File: config.mk
export PLATFORM = sky130hd
export DESIGN_NAME = date_time_button_editor
export DESIGN_NICKNAME = d
export VERILOG_FILES = /design/src/dtbe_pkg.sv /design/src/dtbe_edit.sv /design/src/dtbe_weekday.sv /design/src/date_time_button_editor.sv
export SDC_FILE = /design/constraint.sdc
export NUM_CORES = 1
export LEC_CHECK = 0
export ABC_AREA = 1
export ABC_CLOCK_PERIOD_IN_PS = 15100
export BUFFER_PORTS_ARGS = -buffer_cell sky130_fd_sc_hd__buf_2
export CAP_MARGIN = 20
export CORE_AREA = 2 2 110 218
export CTS_BUF_LIST = sky130_fd_sc_hd__clkbuf_16
export DETAILED_ROUTE_END_ITERATION = 12
export DIE_AREA = 0 0 112 220
export GPL_TIMING_DRIVEN = 0
export PLACE_DENSITY = 0.8
export SYNTH_ARGS = -nofsm -noshare
export SYNTH_HDL_FRONTEND = slang
export SYNTH_SLANG_ARGS = --single-unit
File: constraint.sdc
create_clock -name clock -period 15.1 [get_ports clock]
set_input_delay 3.02 -clock clock [delete_from_list [all_inputs] [get_ports clock]]
set_output_delay 3.02 -clock clock [all_outputs]
set_load 0.05 [all_outputs]
File: src/dtbe_pkg.sv
// Shared types, codes and calendar helpers for the date and time editor.
// Used by dtbe_edit, dtbe_weekday and date_time_button_editor; no dependencies.
package dtbe_pkg;

   // Widths of the fields.
   localparam int YearW   = 12;
   localparam int MonthW  = 4;
   localparam int DayW    = 5;
   localparam int HourW   = 5;
   localparam int MinuteW = 6;
   localparam int FocusW  = 3;
   localparam int FuncW   = 3;
   localparam int ActionW = 2;
   localparam int WeekdayW = 3;
   localparam int CsrIndexW = 1;
   localparam int CsrDataW  = 12;

   // Reset values of the registers.
   localparam logic [YearW-1:0]   YEAR_LOW_RESET  = 12'd2020;
   localparam logic [YearW-1:0]   YEAR_HIGH_RESET = 12'd2099;
   localparam logic [YearW-1:0]   YEAR_RESET      = 12'd2020;
   localparam logic [MonthW-1:0]  MONTH_RESET     = 4'd1;
   localparam logic [DayW-1:0]    DAY_RESET       = 5'd1;
   localparam logic [HourW-1:0]   HOUR_RESET      = 5'd0;
   localparam logic [MinuteW-1:0] MINUTE_RESET    = 6'd0;

   // Field limits.
   localparam logic [MonthW-1:0]  MONTH_FIRST = 4'd1;
   localparam logic [MonthW-1:0]  MONTH_LAST  = 4'd12;
   localparam logic [DayW-1:0]    DAY_FIRST   = 5'd1;
   localparam logic [HourW-1:0]   HOUR_LAST   = 5'd23;
   localparam logic [MinuteW-1:0] MINUTE_LAST = 6'd59;

   // Button function codes.
   typedef enum logic [FuncW-1:0] {
      FUNC_LEFT  = 3'd0,
      FUNC_RIGHT = 3'd1,
      FUNC_UP    = 3'd2,
      FUNC_DOWN  = 3'd3,
      FUNC_OK    = 3'd4,
      FUNC_BACK  = 3'd5,
      FUNC_LOAD  = 3'd6
   } func_type;

   // Button action codes.
   typedef enum logic [ActionW-1:0] {
      ACT_PRESS   = 2'd0,
      ACT_REPEAT  = 2'd1,
      ACT_RELEASE = 2'd2
   } action_type;

   // Focused field codes.
   typedef enum logic [FocusW-1:0] {
      FOCUS_YEAR   = 3'd0,
      FOCUS_MONTH  = 3'd1,
      FOCUS_DAY    = 3'd2,
      FOCUS_HOUR   = 3'd3,
      FOCUS_MINUTE = 3'd4
   } focus_type;

   // Configuration register indexes.
   typedef enum logic [CsrIndexW-1:0] {
      CSR_YEAR_LOW  = 1'd0,
      CSR_YEAR_HIGH = 1'd1
   } csr_index_type;

   // Date and time fields as one group.
   typedef struct packed {
      logic [YearW-1:0]   year;
      logic [MonthW-1:0]  month;
      logic [DayW-1:0]    day;
      logic [HourW-1:0]   hour;
      logic [MinuteW-1:0] minute;
   } date_time_type;

   // One input transaction.
   typedef struct packed {
      logic [FuncW-1:0]   func;
      logic [ActionW-1:0] action;
      date_time_type      load;
   } req_item_type;

   // Editor state after one transaction, with the pulses it raised.
   typedef struct packed {
      date_time_type     dt;
      logic [FocusW-1:0] focus;
      logic              save;
      logic              leave;
   } edit_result_type;

   // Days in a month; out-of-range months count as 31 days.
   function automatic logic [DayW-1:0] month_days(input logic leap,
                                                  input logic [MonthW-1:0] month);
      logic [DayW-1:0] days;
      case (month)
         4'd2:    days = leap ? 5'd29 : 5'd28;
         4'd4:    days = 5'd30;
         4'd6:    days = 5'd30;
         4'd9:    days = 5'd30;
         4'd11:   days = 5'd30;
         default: days = 5'd31;
      endcase
      return days;
   endfunction

   // Weekday offset of the first day of each month (month-offset table).
   function automatic logic [WeekdayW-1:0] month_offset(input logic [MonthW-1:0] month);
      logic [WeekdayW-1:0] offs;
      case (month)
         4'd2:    offs = 3'd3;
         4'd3:    offs = 3'd2;
         4'd4:    offs = 3'd5;
         4'd6:    offs = 3'd3;
         4'd7:    offs = 3'd5;
         4'd8:    offs = 3'd1;
         4'd9:    offs = 3'd4;
         4'd10:   offs = 3'd6;
         4'd11:   offs = 3'd2;
         4'd12:   offs = 3'd4;
         default: offs = 3'd0;
      endcase
      return offs;
   endfunction

endpackage

File: src/dtbe_edit.sv
// Editor state: the date and time fields, the focus, the year bounds and the
// next-state logic for one button transaction. Depends on dtbe_pkg.
module dtbe_edit (
   input  logic                                  clock,
   input  logic                                  reset,
   input  logic                                  csr_we,
   input  logic [dtbe_pkg::CsrIndexW-1:0]        csr_index,
   input  logic [dtbe_pkg::CsrDataW-1:0]         csr_wdata,
   input  logic                                  take,
   input  dtbe_pkg::req_item_type                item,
   output dtbe_pkg::edit_result_type             result
);

   // Year bounds.
   logic [dtbe_pkg::YearW-1:0] year_low_ff, year_high_ff;

   // Editor state and pulses of the last transaction.
   dtbe_pkg::date_time_type     dt_ff, dt_in;
   logic [dtbe_pkg::FocusW-1:0] focus_ff, focus_in;
   logic                        save_ff, save_in;
   logic                        leave_ff, leave_in;

   logic                        press, nav, is_load, adj_up, adj;
   logic [dtbe_pkg::YearW:0]    year_inc, year_dec, year_sel;
   logic [dtbe_pkg::YearW-1:0]  year_adj;
   logic [dtbe_pkg::MonthW-1:0] month_adj, load_month;
   logic [dtbe_pkg::YearW-1:0]  year_n;
   logic [dtbe_pkg::MonthW-1:0] month_n;
   logic [dtbe_pkg::YearW-1:0]  div25_prod;
   logic [2*dtbe_pkg::YearW-1:0] div25_full;
   logic                        div25, leap;
   logic [dtbe_pkg::DayW-1:0]   dim, day_base, day_clamp;

   // Decode of the button event.
   assign press   = (item.action == dtbe_pkg::ACT_PRESS);
   assign nav     = press || (item.action == dtbe_pkg::ACT_REPEAT);
   assign is_load = (item.func == dtbe_pkg::FUNC_LOAD);
   assign adj_up  = (item.func == dtbe_pkg::FUNC_UP) && nav;
   assign adj     = adj_up || ((item.func == dtbe_pkg::FUNC_DOWN) && nav);

   // Year step with wrap between the bounds.
   assign year_inc = {1'b0, dt_ff.year} + 13'd1;
   assign year_dec = {1'b0, dt_ff.year} - 13'd1;

   always_comb begin
      if (adj_up) begin
         year_sel = year_inc;
         if (year_sel < {1'b0, year_low_ff}) begin
            year_sel = {1'b0, year_high_ff};
         end
      end else begin
         year_sel = year_dec;
         if ((dt_ff.year == '0) || (year_dec < {1'b0, year_low_ff})) begin
            year_sel = {1'b0, year_high_ff};
         end
      end
      if (year_sel > {1'b0, year_high_ff}) begin
         year_sel = {1'b0, year_low_ff};
      end
   end

   assign year_adj = year_sel[dtbe_pkg::YearW-1:0];

   // Month step with wrap, and clamping of a loaded month.
   always_comb begin
      if (adj_up) begin
         month_adj = (dt_ff.month >= dtbe_pkg::MONTH_LAST) ? dtbe_pkg::MONTH_FIRST
                                                           : dt_ff.month + 4'd1;
      end else begin
         month_adj = (dt_ff.month <= dtbe_pkg::MONTH_FIRST) ? dtbe_pkg::MONTH_LAST
                                                            : dt_ff.month - 4'd1;
      end
      if (item.load.month < dtbe_pkg::MONTH_FIRST) begin
         load_month = dtbe_pkg::MONTH_FIRST;
      end else if (item.load.month > dtbe_pkg::MONTH_LAST) begin
         load_month = dtbe_pkg::MONTH_LAST;
      end else begin
         load_month = item.load.month;
      end
   end

   // Year and month after this transaction.
   always_comb begin
      if (is_load) begin
         year_n  = item.load.year;
         month_n = load_month;
      end else begin
         year_n  = dt_ff.year;
         month_n = dt_ff.month;
         if (adj && (focus_ff == dtbe_pkg::FOCUS_YEAR)) begin
            year_n = year_adj;
         end
         if (adj && (focus_ff == dtbe_pkg::FOCUS_MONTH)) begin
            month_n = month_adj;
         end
      end
   end

   // Leap year test: divisibility by 25 through the modular inverse of 25.
   assign div25_full = year_n * 12'd3113;
   assign div25_prod = div25_full[dtbe_pkg::YearW-1:0];
   assign div25      = (div25_prod <= 12'd163);
   assign leap       = (year_n[1:0] == 2'd0) && (!div25 || (year_n[3:0] == 4'd0));
   assign dim        = dtbe_pkg::month_days(leap, month_n);

   // Day clamped into the month.
   always_comb begin
      day_base = is_load ? item.load.day : dt_ff.day;
      if (day_base > dim) begin
         day_clamp = dim;
      end else if (day_base < dtbe_pkg::DAY_FIRST) begin
         day_clamp = dtbe_pkg::DAY_FIRST;
      end else begin
         day_clamp = day_base;
      end
   end

   // Next state of all fields.
   always_comb begin
      dt_in    = dt_ff;
      focus_in = focus_ff;
      save_in  = 1'b0;
      leave_in = 1'b0;
      case (item.func)
         dtbe_pkg::FUNC_LEFT: begin
            if (nav) begin
               focus_in = (focus_ff == dtbe_pkg::FOCUS_YEAR) ? dtbe_pkg::FOCUS_MINUTE
                                                             : focus_ff - 3'd1;
            end
         end
         dtbe_pkg::FUNC_RIGHT: begin
            if (nav) begin
               focus_in = (focus_ff >= dtbe_pkg::FOCUS_MINUTE) ? dtbe_pkg::FOCUS_YEAR
                                                               : focus_ff + 3'd1;
            end
         end
         dtbe_pkg::FUNC_UP, dtbe_pkg::FUNC_DOWN: begin
            if (nav) begin
               case (focus_ff)
                  dtbe_pkg::FOCUS_YEAR, dtbe_pkg::FOCUS_MONTH: begin
                     dt_in.year  = year_n;
                     dt_in.month = month_n;
                     dt_in.day   = day_clamp;
                  end
                  dtbe_pkg::FOCUS_DAY: begin
                     if (adj_up) begin
                        dt_in.day = (dt_ff.day >= dim) ? dtbe_pkg::DAY_FIRST
                                                       : dt_ff.day + 5'd1;
                     end else begin
                        dt_in.day = (dt_ff.day <= dtbe_pkg::DAY_FIRST) ? dim
                                                                       : dt_ff.day - 5'd1;
                     end
                  end
                  dtbe_pkg::FOCUS_HOUR: begin
                     if (adj_up) begin
                        dt_in.hour = (dt_ff.hour >= dtbe_pkg::HOUR_LAST) ? '0
                                                                         : dt_ff.hour + 5'd1;
                     end else begin
                        dt_in.hour = (dt_ff.hour == '0) ? dtbe_pkg::HOUR_LAST
                                                        : dt_ff.hour - 5'd1;
                     end
                  end
                  dtbe_pkg::FOCUS_MINUTE: begin
                     if (adj_up) begin
                        dt_in.minute = (dt_ff.minute >= dtbe_pkg::MINUTE_LAST) ? '0
                                                                 : dt_ff.minute + 6'd1;
                     end else begin
                        dt_in.minute = (dt_ff.minute == '0) ? dtbe_pkg::MINUTE_LAST
                                                            : dt_ff.minute - 6'd1;
                     end
                  end
                  default: begin
                     dt_in = dt_ff;
                  end
               endcase
            end
         end
         dtbe_pkg::FUNC_OK: begin
            save_in = press;
         end
         dtbe_pkg::FUNC_BACK: begin
            leave_in = press;
         end
         dtbe_pkg::FUNC_LOAD: begin
            dt_in.year   = year_n;
            dt_in.month  = month_n;
            dt_in.day    = day_clamp;
            dt_in.hour   = (item.load.hour > dtbe_pkg::HOUR_LAST) ? dtbe_pkg::HOUR_LAST
                                                                  : item.load.hour;
            dt_in.minute = (item.load.minute > dtbe_pkg::MINUTE_LAST) ? dtbe_pkg::MINUTE_LAST
                                                                      : item.load.minute;
            focus_in     = dtbe_pkg::FOCUS_YEAR;
         end
         default: begin
            dt_in = dt_ff;
         end
      endcase
   end

   // Configuration writes.
   always_ff @(posedge clock) begin
      if (reset) begin
         year_low_ff  <= dtbe_pkg::YEAR_LOW_RESET;
         year_high_ff <= dtbe_pkg::YEAR_HIGH_RESET;
      end else if (csr_we) begin
         case (csr_index)
            dtbe_pkg::CSR_YEAR_LOW:  year_low_ff  <= csr_wdata;
            dtbe_pkg::CSR_YEAR_HIGH: year_high_ff <= csr_wdata;
            default: begin
               year_low_ff <= year_low_ff;
            end
         endcase
      end
   end

   // State update on each accepted transaction.
   always_ff @(posedge clock) begin
      if (reset) begin
         dt_ff.year   <= dtbe_pkg::YEAR_RESET;
         dt_ff.month  <= dtbe_pkg::MONTH_RESET;
         dt_ff.day    <= dtbe_pkg::DAY_RESET;
         dt_ff.hour   <= dtbe_pkg::HOUR_RESET;
         dt_ff.minute <= dtbe_pkg::MINUTE_RESET;
         focus_ff     <= dtbe_pkg::FOCUS_YEAR;
         save_ff      <= 1'b0;
         leave_ff     <= 1'b0;
      end else if (take) begin
         dt_ff    <= dt_in;
         focus_ff <= focus_in;
         save_ff  <= save_in;
         leave_ff <= leave_in;
      end
   end

   assign result.dt    = dt_ff;
   assign result.focus = focus_ff;
   assign result.save  = save_ff;
   assign result.leave = leave_ff;

endmodule

File: src/dtbe_weekday.sv
// Gregorian weekday of a date by the month-offset method, without dividers.
// Depends on dtbe_pkg.
module dtbe_weekday (
   input  dtbe_pkg::date_time_type             dt,
   output logic [dtbe_pkg::WeekdayW-1:0]       weekday
);

   logic [12:0] yy;
   logic [25:0] q100_prod;
   logic [6:0]  q100;
   logic [4:0]  q400;
   logic [10:0] q4;
   logic [13:0] sum;
   logic [4:0]  fold1;
   logic [3:0]  fold2;
   logic [3:0]  fold3;

   // Year shifted by 400 so that the January and February borrow never underflows.
   assign yy = {1'b0, dt.year} + 13'd400 - {12'd0, (dt.month < 4'd3)};

   // Floor by 100 through a reciprocal; exact for all 13-bit values.
   assign q100_prod = yy * 13'd5243;
   assign q100      = q100_prod[25:19];
   assign q400      = q100[6:2];
   assign q4        = yy[12:2];

   assign sum = {1'b0, yy} + {3'd0, q4} - {7'd0, q100} + {9'd0, q400}
              + {11'd0, dtbe_pkg::month_offset(dt.month)} + {9'd0, dt.day};

   // Remainder by 7: fold octal digits, since 8 is 1 modulo 7.
   assign fold1 = {2'd0, sum[2:0]} + {2'd0, sum[5:3]} + {2'd0, sum[8:6]}
                + {2'd0, sum[11:9]} + {3'd0, sum[13:12]};
   assign fold2 = {1'b0, fold1[2:0]} + {2'd0, fold1[4:3]};
   assign fold3 = {1'b0, fold2[2:0]} + {3'd0, fold2[3]};

   assign weekday = (fold3 >= 4'd7) ? fold3[2:0] - 3'd7 : fold3[2:0];

endmodule

File: src/date_time_button_editor.sv
// Top level of the date and time editor: input stage, output register and
// handshakes. Depends on dtbe_pkg, dtbe_edit and dtbe_weekday.
//
// Usage:
//   The req_ channel carries one button event per transaction (function,
//   action and the values for a load). The rsp_ channel returns exactly one
//   result per event: the edited date and time, the focus, the weekday and
//   the save and exit pulses. The csr_ port writes the year bounds
//   (index 0 lower bound, index 1 upper bound) whenever csr_we is high; write
//   them only while no transaction is in flight.
//   Flow: an accepted event updates the editor state register, and the
//   weekday is then worked out from that state into the output register.
//   Throughput: one event per cycle while the output register is empty or
//   rsp_ready is high.
//   Reset: the date is 2020-01-01 00:00, focus is on the year, the bounds
//   are 2020 and 2099, and both stages are empty.
//   Stall: while rsp_ready is low the output register holds its result; one
//   more event can still be accepted into the state stage before req_ready
//   falls.
module date_time_button_editor (
   input  logic                                clock,
   input  logic                                reset,
   input  logic                                req_valid,
   output logic                                req_ready,
   input  logic [dtbe_pkg::FuncW-1:0]          req_func,
   input  logic [dtbe_pkg::ActionW-1:0]        req_action,
   input  logic [dtbe_pkg::YearW-1:0]          req_load_year,
   input  logic [dtbe_pkg::MonthW-1:0]         req_load_month,
   input  logic [dtbe_pkg::DayW-1:0]           req_load_day,
   input  logic [dtbe_pkg::HourW-1:0]          req_load_hour,
   input  logic [dtbe_pkg::MinuteW-1:0]        req_load_minute,
   output logic                                rsp_valid,
   input  logic                                rsp_ready,
   output logic [dtbe_pkg::YearW-1:0]          rsp_year_out,
   output logic [dtbe_pkg::MonthW-1:0]         rsp_month_out,
   output logic [dtbe_pkg::DayW-1:0]           rsp_day_out,
   output logic [dtbe_pkg::HourW-1:0]          rsp_hour_out,
   output logic [dtbe_pkg::MinuteW-1:0]        rsp_minute_out,
   output logic [dtbe_pkg::FocusW-1:0]         rsp_focus_out,
   output logic [dtbe_pkg::WeekdayW-1:0]       rsp_weekday_out,
   output logic                                rsp_save_pulse,
   output logic                                rsp_exit_pulse,
   input  logic                                csr_we,
   input  logic [dtbe_pkg::CsrIndexW-1:0]      csr_index,
   input  logic [dtbe_pkg::CsrDataW-1:0]       csr_wdata
);

   dtbe_pkg::req_item_type      item;
   dtbe_pkg::edit_result_type   result;
   logic [dtbe_pkg::WeekdayW-1:0] weekday;

   logic                        edit_valid_ff, edit_valid_in;
   logic                        out_valid_ff, out_valid_in;
   logic                        take, out_ready, move;

   dtbe_pkg::edit_result_type     out_result_ff;
   logic [dtbe_pkg::WeekdayW-1:0] out_weekday_ff;

   // Pack the input transaction.
   assign item.func        = req_func;
   assign item.action      = req_action;
   assign item.load.year   = req_load_year;
   assign item.load.month  = req_load_month;
   assign item.load.day    = req_load_day;
   assign item.load.hour   = req_load_hour;
   assign item.load.minute = req_load_minute;

   // Handshake chain: each stage takes new data when empty or draining.
   assign out_ready = !out_valid_ff || rsp_ready;
   assign move      = edit_valid_ff && out_ready;
   assign req_ready = !edit_valid_ff || out_ready;
   assign take      = req_valid && req_ready;

   dtbe_edit u_edit (
      .clock     (clock),
      .reset     (reset),
      .csr_we    (csr_we),
      .csr_index (csr_index),
      .csr_wdata (csr_wdata),
      .take      (take),
      .item      (item),
      .result    (result)
   );

   dtbe_weekday u_weekday (
      .dt      (result.dt),
      .weekday (weekday)
   );

   // Valid flags of the two stages.
   always_comb begin
      edit_valid_in = take || (edit_valid_ff && !move);
      out_valid_in  = move || (out_valid_ff && !rsp_ready);
   end

   always_ff @(posedge clock) begin
      if (reset) begin
         edit_valid_ff <= 1'b0;
         out_valid_ff  <= 1'b0;
      end else begin
         edit_valid_ff <= edit_valid_in;
         out_valid_ff  <= out_valid_in;
      end
   end

   // Output register.
   always_ff @(posedge clock) begin
      if (move) begin
         out_result_ff  <= result;
         out_weekday_ff <= weekday;
      end
   end

   assign rsp_valid       = out_valid_ff;
   assign rsp_year_out    = out_result_ff.dt.year;
   assign rsp_month_out   = out_result_ff.dt.month;
   assign rsp_day_out     = out_result_ff.dt.day;
   assign rsp_hour_out    = out_result_ff.dt.hour;
   assign rsp_minute_out  = out_result_ff.dt.minute;
   assign rsp_focus_out   = out_result_ff.focus;
   assign rsp_weekday_out = out_weekday_ff;
   assign rsp_save_pulse  = out_result_ff.save;
   assign rsp_exit_pulse  = out_result_ff.leave;

endmodule

* Word level (Yosys, flattened, before mapping)
Memories as Yosys holds them, arrays and structs flattened. A register that Yosys moved wholly into a read port is not among the register bits.
Cells that the tools add are included.
** Storage, ports and cells
- Memories :: 1
- ROM bits :: 48
- Input port bits :: 55
- Word-level logic and storage cells :: 180
- Register bits after elaboration :: 103
- Output and inout port bits :: 42
** Operators by class
- Equal/unequal tests :: 23
- Bitwise gates (word level) :: 1
- Multiplexer cells :: 45
- $lt $le $gt $ge :: 19
- Multiply operators :: 2
- Add/sub/neg operators :: 26
- Reductions and logical operators :: 42
** Memories
- (no name shown) :: depth 16, width 3, rd ports 1, clocked after memory_dff 1, wr ports 0, line dtbe_pkg.sv:109 : case (month)
** Operator list (number)
- $pmux W32 S2 :: 1
- $mux W5 :: 11
- $mux W13 :: 3
- $mux W12 :: 3
- $mux W4 :: 9
- $mux W32 :: 1
- $mux W6 :: 5
- $add A14 B5 Y14 :: 2
- $lt A13 B12 Y1 :: 2
- $mul A13 B13 Y26 const B :: 1
- $pmux W5 S2 :: 2
- $reduce_and A4 Y1 :: 5
- $mux W16 :: 1
- $mux W3 :: 5
- $add A13 B11 Y14 :: 1
- $add A14 B3 Y14 :: 1
- $sub A14 B7 Y14 :: 1
- $add A12 B1 Y13 const B :: 1
- $add A12 B9 Y13 const B :: 1
- $gt A13 B12 Y1 :: 1
- $sub A12 B1 Y13 const B :: 1
- $sub A13 B1 Y13 :: 1
- $eq A3 B2 Y1 const B :: 4
- $eq A3 B3 Y1 const B :: 4
- other kinds (56) :: 91

* Logic depth before layout (Yosys ltp)
- Word-level depth :: 24
- Depth in mapped cells :: 68
- Depth with buffers taken out :: 68

* By module
From an unflattened synthesis, not the netlist that was laid out.
** Unflattened totals
- Cells, all modules :: 1955
- Area total of the unflattened synthesis :: 14450.1 µm²
** By module, submodules not included
- dtbe_edit :: area an instance 6826.5 µm², times used 1, sequential area each 1221.2 µm², cells each 1038
- dtbe_weekday :: area an instance 6331.1 µm², times used 1, sequential area each 0.0 µm², cells each 865
- date_time_button_editor :: area an instance 1292.5 µm², times used 1, sequential area each 1241.2 µm², cells each 52

* Worst setup path after synthesis
Ideal clock, no wire load.
- Path type :: register to register
- From :: register u_edit.dt_ff, in the netlist u_edit.result[21]
- To :: register out_weekday_ff, in the netlist rsp_weekday_out[1], data pin
- Required time :: 14.840 ns
- Setup time :: 0.260 ns
- Arrival :: 13.264 ns
- Stages on the path, launching flop included :: 63
- Clock period less this slack :: 13.524 ns
- Path slack :: 1.576 ns
- Buffers on the path :: 0
- Cell sequence :: dfxtp_1 ha_1 nor3_1 ha_1 inv_1 ha_1 fa_1 a31oi_1 nor2_1 nor3_1 inv_1 nand2_1 inv_1 o31ai_1 nand2_1 xor2_1 inv_1 fa_1 [... 27 more ...] a21o_1 a21oi_1 xor2_1 fa_1 inv_1 fa_1 inv_1 ha_1 inv_1 fa_1 xnor2_1 ha_1 fa_1 ha_1 ha_1 nand2_1 nand2_1 mux2_2
** Between the ends
- Cells in the longest elaborated chain, start to end :: 15
- Elaborated cells on any way between the ends :: 17
- Classes of those cells :: add/sub (13); mul (1); order compare (2); mux (1)
** Ends and longest elaborated chain
- start, declared :: line dtbe_edit.sv:18 : dtbe_pkg::date_time_type dt_ff, dt_in;
- start signal, assigned :: line dtbe_edit.sv:228 : dt_ff <= dt_in;
- $lt A4 B2 Y1 * :: line dtbe_weekday.sv:19 : assign yy = {1'b0, dt.year} + 13'd400 - {12'd0, (dt.month < 4'd3)};
- $sub A13 B1 Y13 * :: line dtbe_weekday.sv:19
- $mul A13 B13 Y26 or $add A13 B11 Y14 (tied branches) :: line dtbe_weekday.sv:22, dtbe_weekday.sv:27
- $sub A14 B7 Y14 :: line dtbe_weekday.sv:27 : assign sum = {1'b0, yy} + {3'd0, q4} - {7'd0, q100} + {9'd0, q400}
- $add A14 B5 Y14 * :: line dtbe_weekday.sv:27
- $add A14 B3 Y14 * :: line dtbe_weekday.sv:28 : + {11'd0, dtbe_pkg::month_offset(dt.month)} + {9'd0, dt.day};
- $add A14 B5 Y14 * :: line dtbe_weekday.sv:28
- $add A3 B3 Y4 :: line dtbe_weekday.sv:31 : assign fold1 = {2'd0, sum[2:0]} + {2'd0, sum[5:3]} + {2'd0, sum[8:6]}
- $add A5 B3 Y5 :: line dtbe_weekday.sv:31
- $add A5 B3 Y5 :: line dtbe_weekday.sv:32 : + {2'd0, sum[11:9]} + {3'd0, sum[13:12]};
- $add A5 B2 Y5 * :: line dtbe_weekday.sv:32
- $add A3 B2 Y4 * :: line dtbe_weekday.sv:33 : assign fold2 = {1'b0, fold1[2:0]} + {2'd0, fold1[4:3]};
- $add A3 B1 Y4 * :: line dtbe_weekday.sv:34 : assign fold3 = {1'b0, fold2[2:0]} + {3'd0, fold2[3]};
- $ge A4 B3 Y1 or $sub A3 B3 Y3 (tied branches) :: line dtbe_weekday.sv:36 : assign weekday = (fold3 >= 4'd7) ? fold3[2:0] - 3'd7 : fold3[2:0];
- $mux W3 * :: line dtbe_weekday.sv:36
- via u_weekday.weekday (one bit) :: line dtbe_weekday.sv:5 : output logic [dtbe_pkg::WeekdayW-1:0] weekday
- end signal, assigned :: line date_time_button_editor.sv:110 : out_weekday_ff <= weekday;
- end, declared :: line date_time_button_editor.sv:57 : logic [dtbe_pkg::WeekdayW-1:0] out_weekday_ff;
The timed path passes the listed nets; every way through them passes the cells marked *.
A chain may end at the register's enable or synchronous reset.

* Worst setup path in the final report
Ends and elaborated chain as after synthesis.

==> Implementation_results.wiki <==
{| class="wikitable"
! Metric !! Value
|-
| Worst hold path class || flip-flop to flip-flop
|-
| Status || finished clean
|-
| Global placer's final weighted congestion || 0.981
|-
| Area share of the largest cell type after synthesis || 0.233
|-
| Die outline area || 0.0246 mm²
|-
| Level count of the clock H-tree || 3
|-
| Post-synth EDFFs || 40
|-
| Kind of launch point of the worst setup path || flip-flop
|-
| Post-detailed-route count of antenna-violating nets || 0
|-
| Quantity of I/O buffers inserted on ports || 95
|-
| Area added between synthesis and finish || 9.76%
|-
| CP arrival || 14.45 ns
|-
| Post-layout min period || 14.32 ns
|-
| Max Fclk || 69.8 MHz
|-
| FILL cells || 2047
|-
| Avg Cell Area, Syn || 7.87 µm²
|-
| Top-level port count || 97
|-
| Cell type contributing the most total cell area after synthesis || ha_1
|-
| Average routed wire per standard cell || 17.8 µm
|-
| HPWL after detailed placement || 31900 µm
|-
| Maximum number of pins on one net before global-route repair || 23
|-
| Clock edge transition at the registers on the reported setup and hold paths || 0.08 ns
|-
| Share of cells above drive strength 1 || 0.0977
|-
| Post-Route Utilization || 0.641
|-
| Cts bufs inserted || 9
|-
| Leftover overflow at the end of global routing || 0
|-
| Max-Slew Margin vs Limit || 0.338
|-
| Netlist area before placement || 0.0135 mm²
|-
| Main area contributors after synthesis || ha_1, fa_1, inv_1
|-
| Async SR Flop Fraction || 0
|-
| Critical path required time || 15.23 ns
|-
| Largest stage delay, worst path || 0.59 ns
|-
| Endpoints failing hold || 0
|-
| Start-to-end type of the worst setup path || flip-flop to flip-flop
|-
| Setup violations, final || 0
|-
| Syn_nets || 2106
|-
| Most used flip-flop cell after synthesis || dfxtp_1
|-
| Clk Tree Root Cell || clkbuf_16
|-
| Die extent in y || 220 µm
|-
| Vias per inst || 5.66
|-
| Final period utilization || 0.948
|-
| Synth Area in Simple Gates || 0.150
|-
| Number of slew-limit violations in the final report || 0
|-
| Setup clock skew after layout || 0.0138 ns
|-
| Yosys warning count || 0
|-
| Sequential element share of the synthesized area || 0.187
|-
| Top fanout value on the critical path || 6
|-
| DRC violation count after routing || 0
|-
| Via count of the first global-routing pass || 12246
|-
| Net count reported at finish || 2217
|-
| Most common cell after layout, fill and taps aside || inv_1
|-
| Deepest clock path buffer count || 2
|-
| Mux cell area share after synthesis || 0.000834
|-
| Number of buffers inserted for hold repair after clock tree synthesis || 0
|-
| Fraction of synthesized cell area in xor and xnor cells || 0.0486
|-
| Skew-Pair Late Insertion Delay || 0.37 ns
|-
| Slowest stage cell on the critical path || fa_1
|-
| Antenna violations before repair || 0
|-
| Width of the chip || 112 µm
|-
| Leading cell types in the layout, fill and taps excluded || inv_1, ha_1, nand2_1
|-
| Post-synth cell types || 54
|-
| Setup repair after global routing missed its margin || no
|-
| Routed WL || 37800 µm
|-
| First DRT Iteration DRCs || 677
|-
| Post-synthesis compound-gate area fraction || 0.142
|-
| Synth Area in Adders || 0.356
|-
| Largest family of logic cells by synthesized area || adder cells
|-
| Number of standard-cell rows in the floorplan || 79
|-
| Vias after detailed routing || 11969
|-
| Slew @ Worst Pin || 0.986 ns
|-
| Total routing resource utilization after global routing || 0.306
|-
| Count of clock tree sinks || 106
|-
| Max-cap violations || 0
|-
| Number of synthesized register bits || 106
|-
| Starting density of the core || 0.584
|-
| First-pass GRT wire length || 59100 µm
|-
| Count of TritonRoute iterations in the first routing pass || 6
|-
| Standard cell core area || 0.0231 mm²
|-
| Post-synthesis cell count || 1716
|-
| Kind of end point of the critical path || flip-flop
|-
| CTS tree || done
|}
==> layer usage <==
| metal | vias to the layer above | routed length [µm] | part of all wire | global-route usage |
|---|---|---|---|---|
| met5 | - | 0 | 0 | 0 |
| met4 | 0 | 2820 | 0.075 | 0.222 |
| met3 | 151 | 1320 | 0.035 | 0.0327 |
| met2 | 369 | 20500 | 0.54 | 0.587 |
| met1 | 5629 | 13100 | 0.35 | 0.297 |
| li1 | 5820 | - | - | - |
==> path summary, 6_finish.rpt <==
| check | startpoint | to | slack [ns] | cells after the start |
|---|---|---|---|---|
| max | u_edit.result[21] | rsp_weekday_out[1] | 0.78 | 63 |
| max reg2reg | u_edit.result[21] | rsp_weekday_out[1] | 0.78 | 63 |
| min reg2reg | u_edit.result[33] | rsp_year_out[8] | 0.44 | 0 |
| min | u_edit.result[33] | rsp_year_out[8] | 0.44 | 0 |
==> through the flow <==
stage               instances  setup WS [ns]  hold slack [ns]  area (µm²)  setup TNS (ns)
floorplan                1716           1.58            0.403       13500               0
global placement         2094         0.0218            0.411       14300               0
detailed placement       2095         -0.188            0.414       14400          -0.313
CTS                      2111         0.0773            0.437       14700               0
global route             2115         0.0344            0.448       14800               0
finish                   2116          0.780            0.440       14800               0
==> cell families (layout without fill, tap and decap cells) <==
| kind of cell | after synthesis | count (layout) |
|---|---|---|
| muxes | 1 | 1 |
| AOI/OAI and AO/OA | 332 | 332 |
| DFF | 106 | 106 |
| and+or+nand+nor | 455 | 455 |
| xor gates and xnor gates | 75 | 75 |
| adders and majority gates | 335 | 335 |
| buffers and inverters | 412 | 528 |
| other | 0 | 1 |
==> layout make-up <==
class	instances	area (µm²)	share of cell area
Buffer	29	120	0.00810
Inverter	383	1440	0.0971
Timing Repair Buffer	100	533	0.0359
Clock inverter	7	118	0.00793
Sequential cell	106	2520	0.170
Antenna cell	1	2.50	0.000169
Tap cell	283	354	0.0239
Multi-Input combinational cell	1198	9510	0.642
Clock buffer	9	225	0.0152
==> timing repair <==
action	4_1_cts	5_1_grt
buffers inserted	0	4
gates resized for setup	1	14
pin swaps	0	4
setup endpoints to repair	3	3
==> Yosys cell counts (2+ instances only) <==
cell        n
fa_1       83
a31oi_1    10
inv_1     369
ha_1      252
o22ai_1     3
o31ai_1     3
nand3_2     5
o21ai_0   115
dfxtp_1    66
nor2_2      6
o32ai_1     2
edfxtp_1   40
o21bai_1    7
a221oi_1    5
nand2_1   220
a22oi_1     4
nand4_1    18
buf_1       4
a32o_1      2
buf_4       2
clkbuf_1   20
nor3b_1     2
buf_2       3
a21o_1      7
xnor2_1    16
nand2_2    14
clkinv_1    5
nor2_4      2
o211ai_1   27
or2_2       2
o221ai_1    9
nand3_1    71
nor3_1     20
xor2_1     59
nor2_1     86
inv_2       8
and2_1      4
a21oi_1   125
a211oi_1    5
==> worst max-delay path, delay by kind of cell, from the launching register on <==
kind / cells / cell delay (ns)
and+or+nand+nor: 8 / 0.85
DFF: 1 / 0.38
adders and majority gates: 22 / 8.15
muxes: 1 / 0.33
AOI/OAI and AO/OA: 14 / 2.44
buffers and inverters: 14 / 1.13
xor gates and xnor gates: 4 / 0.81
==> state kept, by name, indices dropped and copies added (netlist names), 4 cells and up, named ones only <==
register,cells
rsp_hour_out,5
u_edit.result,32
rsp_day_out,5
u_edit.year_low_ff,12
rsp_month_out,4
u_edit.year_high_ff,12
rsp_minute_out,6
rsp_year_out,12
Power is not shown: default switching activity piles up to over one toggle a cycle in this logic, so the estimate is an artifact.
